<file path="src/rtl/core/rau_pkg.sv">
// ----------------------------------------------------------------------------
// rau_pkg
// Shared types, codes and helpers for the rational arithmetic unit
// ----------------------------------------------------------------------------
package rau_pkg;

  // operand fields are taken as signed values of their low bits
  localparam int unsigned OPERAND_WIDTH = 32;
  localparam int unsigned OP_SHIFT      = 32 - OPERAND_WIDTH;

  typedef enum logic [2:0] {
    OP_ADD,
    OP_SUB,
    OP_MUL,
    OP_DIV,
    OP_INC,
    OP_DEC,
    OP_PASS,
    OP_PASS_ALT
  } op_t;

  typedef enum logic [1:0] {
    ST_OK,
    ST_OVF,
    ST_ZERO_DEN,
    ST_GCD_UNDEF
  } status_t;

  typedef struct packed {
    logic [2:0]         req_type;
    logic signed [31:0] first_num;
    logic signed [31:0] first_den;
    logic signed [31:0] second_num;
    logic signed [31:0] second_den;
    logic               reduce_after;
  } in_item_t;

  typedef struct packed {
    logic signed [63:0] result_num;
    logic signed [63:0] result_den;
    logic [1:0]         status;
  } out_item_t;

  // sign extend the low operand bits to the full field
  function automatic logic signed [31:0] sext_op(input logic [31:0] v);
    logic signed [31:0] t;
    t = $signed(v << OP_SHIFT);
    return t >>> OP_SHIFT;
  endfunction

  // magnitude of a two's complement word, most negative maps to 2^63
  function automatic logic [63:0] mag64(input logic [63:0] v);
    return v[63] ? (64'd0 - v) : v;
  endfunction

endpackage

</file>
<file path="src/rtl/core/rau_div.sv">
// ----------------------------------------------------------------------------
// rau_div
// Unsigned restoring divider, one quotient bit per cycle
// ----------------------------------------------------------------------------
module rau_div (
  input  logic        clk,
  input  logic        rst_n,
  input  logic        start,
  input  logic [63:0] dividend,
  input  logic [63:0] divisor,
  output logic        done,
  output logic [63:0] quotient
);
  import rau_pkg::*;

  typedef enum logic [1:0] {D_IDLE, D_RUN, D_FIN} dstate_t;

  dstate_t     state_r;
  logic [63:0] rem_r, q_r, dvs_r;
  logic [5:0]  cnt_r;
  logic [64:0] trial;
  logic        fits;

  // shift in the next dividend bit and test against the divisor
  assign trial = {rem_r, q_r[63]};
  assign fits  = (trial >= {1'b0, dvs_r});

  always_ff @(posedge clk) begin
    if (!rst_n) begin
      state_r <= D_IDLE;
    end else if (start) begin
      rem_r   <= '0;
      q_r     <= dividend;
      dvs_r   <= divisor;
      cnt_r   <= 6'd63;
      state_r <= D_RUN;
    end else begin
      case (state_r)
        D_RUN: begin
          rem_r <= fits ? 64'(trial - {1'b0, dvs_r}) : trial[63:0];
          q_r   <= {q_r[62:0], fits};
          if (cnt_r == 6'd0) begin
            state_r <= D_FIN;
          end else begin
            cnt_r <= cnt_r - 6'd1;
          end
        end
        D_FIN: begin
          state_r <= D_IDLE;
        end
        default: begin
          state_r <= D_IDLE;
        end
      endcase
    end
  end

  assign done     = (state_r == D_FIN);
  assign quotient = q_r;

endmodule

</file>
<file path="config.mk">
export PLATFORM = sky130hd
export DESIGN_NAME = rau_div
export DESIGN_NICKNAME = d
export VERILOG_FILES = /design/src/rtl/core/rau_pkg.sv /design/src/rtl/core/rau_div.sv
export SDC_FILE = /design/constraint.sdc
export NUM_CORES = 1
export LEC_CHECK = 0
export ABC_AREA = 1
export BUFFER_PORTS_ARGS = -buffer_cell sky130_fd_sc_hd__buf_2
export CAP_MARGIN = 20
export CELL_PAD_IN_SITES_DETAIL_PLACEMENT = 1
export CELL_PAD_IN_SITES_GLOBAL_PLACEMENT = 1
export CORE_MARGIN = 1.5
export CORE_UTILIZATION = 42
export CTS_CLUSTER_DIAMETER = 150
export DETAILED_ROUTE_END_ITERATION = 16
export MAX_ROUTING_LAYER = met4
export PLACE_DENSITY = 0.79
export SLEW_MARGIN = 15
export SYNTH_ARGS = -nofsm -noshare
export SYNTH_HDL_FRONTEND = slang
export SYNTH_SLANG_ARGS = --single-unit
</file>
<file path="constraint.sdc">
create_clock -name clk -period 5.9 [get_ports clk]
set_clock_uncertainty 0.1 [all_clocks]
set_input_delay 0.295 -clock clk [delete_from_list [all_inputs] [get_ports clk]]
set_output_delay 0.295 -clock clk [all_outputs]
set_load 0.005 [all_outputs]
</file>
==> results.yml <==
synth:
  seq_area_frac_synth_pct: 40.9
  synth_edf_count: 198
  synth_area_um2: 14600
  yosys_register_bits: 200
  synth_cell_type_count: 29
  post_synthesis_cell_count: 2189
  synthesis.nets: 2386
  synth_top_flop_cell: "sky130_fd_sc_hd__edfxtp_1"
  ys_async_sr_fraction_pct: 0
  ys.warnings.count: 0
  synthesized_area_per_cell_um2: 6.69
placed_design:
  routabilityCongestion: 1.01
  place.port_buffers: 195
  dp_hpwl_um: 38800
floorplan:
  area_of_the_die_um2: 36000
  rows: 68
  fp.dieW_um: 190
  die_h_um: 190
  core_region_area_um2: 34500
  floorplan.io_pins: 196
  floorplan.initialDensity_pct: 42.5
power:
  internal_power_mw: 2.96
  power.switching_fraction_pct: 39.8
  p_switching_mw: 1.96
  pwr-share-seq_pct: 37.3
  vdd_ir_drop_max_mv: 0.256
  power_mw: 4.92
  combPwrFrac_pct: 37.3
  cellPowerDensity_nw_per_um2: 275
  p_leak_nw: 9.80
  p_clk_share_pct: 25.4
clock_tree:
  htreeDepth: 4
  max-clock-path-buffers: 2
  clock-sinks: 200
  clk-insertion-delay-late_ns: 0.48
  cts_inserted_buffers: 17
  post_cts.resized_instances: 0
  tritoncts: "yes"
  clk_pin_slew_ns: 0.09
  cts_setup_buffers: 0
  clock-root-buffer: "sky130_fd_sc_hd__clkbuf_16"
  postCtsHoldBufs: 120
sta:
  timing.final.crit_share_pct: 62.7
  slew_violations: 0
  layout_min_cycle_time_ns: 3.70
  finalHoldViolations: 0
  fin_hold_ws_ns: 0.0234
  tns_ns: 0
  transition_time_of_the_tightest_slew_check_pin_ns: 0.938
  clock.fmax_mhz: 270
  finalSetupViolCount: 0
  grt_setup_unrepaired: "no"
  worst_slew_margin_relative_to_its_limit_pct: 36.8
setup_path:
  worstSetupPathType: "flip-flop to flip-flop"
  worst_setup_path_start_kind: "flip-flop"
  worst-r2r-setup-slack_ns: 2.20
  maximum_fanout_along_the_worst_path: 33
  critPathSlowestCell: "sky130_fd_sc_hd__nand2_2"
  arrival_time_reported_for_the_critical_path_endpoint_ns: 3.82
  critical_path.endpoint_type: "flip-flop"
  cp_data_required_time_ns: 6.02
  worst_path_largest_cell_delay_ns: 0.53
  worstPathCellList: "ha_1 > nand2_1 > nor2_1 > nand2_1 > inv_1 > nand3_1 > nor2_1 > nor2_1 > nand3_2 > inv_2 > buf_12 > nand2_2 > nand2_1 > nand2_1 > nor2_1"
cells_and_area:
  fill_cells: 4501
  fin_nets: 2687
  drive_above_1_share_pct: 9.91
  flow.area_growth_from_synthesis_pct: 22.0
  mostFrequentLayoutCell: "sky130_fd_sc_hd__nand2_1"
  multi_input_gate_area_um2: 6780
  area.sequential_um2: 5990
  antenna_cells: 0
  layout.cells.most_common_list: "sky130_fd_sc_hd__nand2_1, sky130_fd_sc_hd__inv_1, sky130_fd_sc_hd__nor2_1"
global_routing:
  grt_start_max_net_pins: 74
  overflow: 0
  grt_use_total_pct: 32.2
  grt_pass1_vias: 15700
  grt_first_pass_wirelength_um: 86200
  grt_antenna_before_repair: 0
worst_hold_path:
  hold_class: "input pin to flip-flop"
route:
  routed_wire_length_per_instance_um: 18.5
  drt-total-wl_um: 54600
  drt.antenna.violating_nets: 0
  drc_errors: 0
  dr.first_iter.drc_count: 805
  post_dr_vias_cell: 4.95
  drt_pass1_iterations: 5
  detailroute.via_count: 14600
job:
  maxCapViolCount: 0
outcome:
  status: "finished, final reports clean"
## cells in the mapped netlist, drive strengths merged (2+ instances only)
master	number	area [um^2]
nor4	5	37.5
nor2	240	906
nand2	958	3600
a21oi	46	230
or2	2	12.5
dfxtp	2	40.0
nand4	10	62.6
xor2	30	263
inv	452	1700
nand3	72	370
buf	15	104
ha	65	813
nor3	11	55.1
nand3b	40	300
edfxtp	198	5950
and2	4	25.0
clkbuf	26	97.6
o21ai	10	50.0
## power by group through the flow
stage                     Combinational (mW)  Sequential, mW  Clock [mW]
final                                   1.83            1.83        1.25
after global routing                    2.06            1.85        1.30
after CTS                               1.80            1.83        1.25
after detailed placement                1.72            1.85           0
after global placement                  1.66            1.85           0
after floorplan                         1.17            1.85           0
## final cells by class
| class | count | share of cell area (%) |
|---|---|---|
| Clock buffer | 17 | 2.38 |
| Timing Repair Buffer | 323 | 12.6 |
| Clock inverter | 14 | 0.882 |
| Tap cell | 455 | 3.19 |
| Sequential cell | 200 | 33.5 |
| Inverter | 452 | 9.51 |
| Multi-Input combinational cell | 1496 | 38.0 |
## layer usage
layer	share of wire [%]	GRT usage, %	up-vias
met4	2.2	9.25	0
met1	44	39.1	7003
met2	50	56.4	370
li1	-	-	7195
met3	3.7	3.62	59
met5	0	-	-
## cell families (layout without fill, tap and decap cells)
family,count (synthesis),count (layout),synth area share (%)
AOI/OAI and AO/OA,56,56,1.91
xor gates and xnor gates,31,31,1.85
adders and majority gates,66,66,5.69
buffers and inverters,493,806,13.0
DFF,200,200,40.9
and+or+nand+nor,1343,1343,36.7
## through the flow
stage                     area (um^2)  std cells  util (%)  setup WS (ns)
after floorplan                 14600       2189         -           1.66
after detailed placement        16100       2805      46.6           1.97
after CTS                       17800       2956      51.8           1.91
after global routing            17900       2957      51.9           1.93
final                           17900       2957      51.9           2.20
after global placement          16100       2805      46.6           2.09
## path summary, 6_finish.rpt
path	from	endpoint	cells after the start
setup / recovery	rem_r[7]	rem_r[35]	15
hold / removal	dividend[24]	quotient[24]	3
setup reg to reg	rem_r[7]	rem_r[35]	15
hold reg to reg	quotient[43]	quotient[44]	2
## registers in the layout, indices dropped and copies added, names as in the netlist
register	count
quotient	64
cnt_r	6
dvs_r	64
rem_r	64
state_r	2
## critical path, delay by kind of cell, from the launching register on
family	cells	cell delay [ns]
DFF	1	0.50
buffers and inverters	3	0.65
adders and majority gates	1	0.40
and+or+nand+nor	11	1.73
Power figures use the tool's default switching activity.
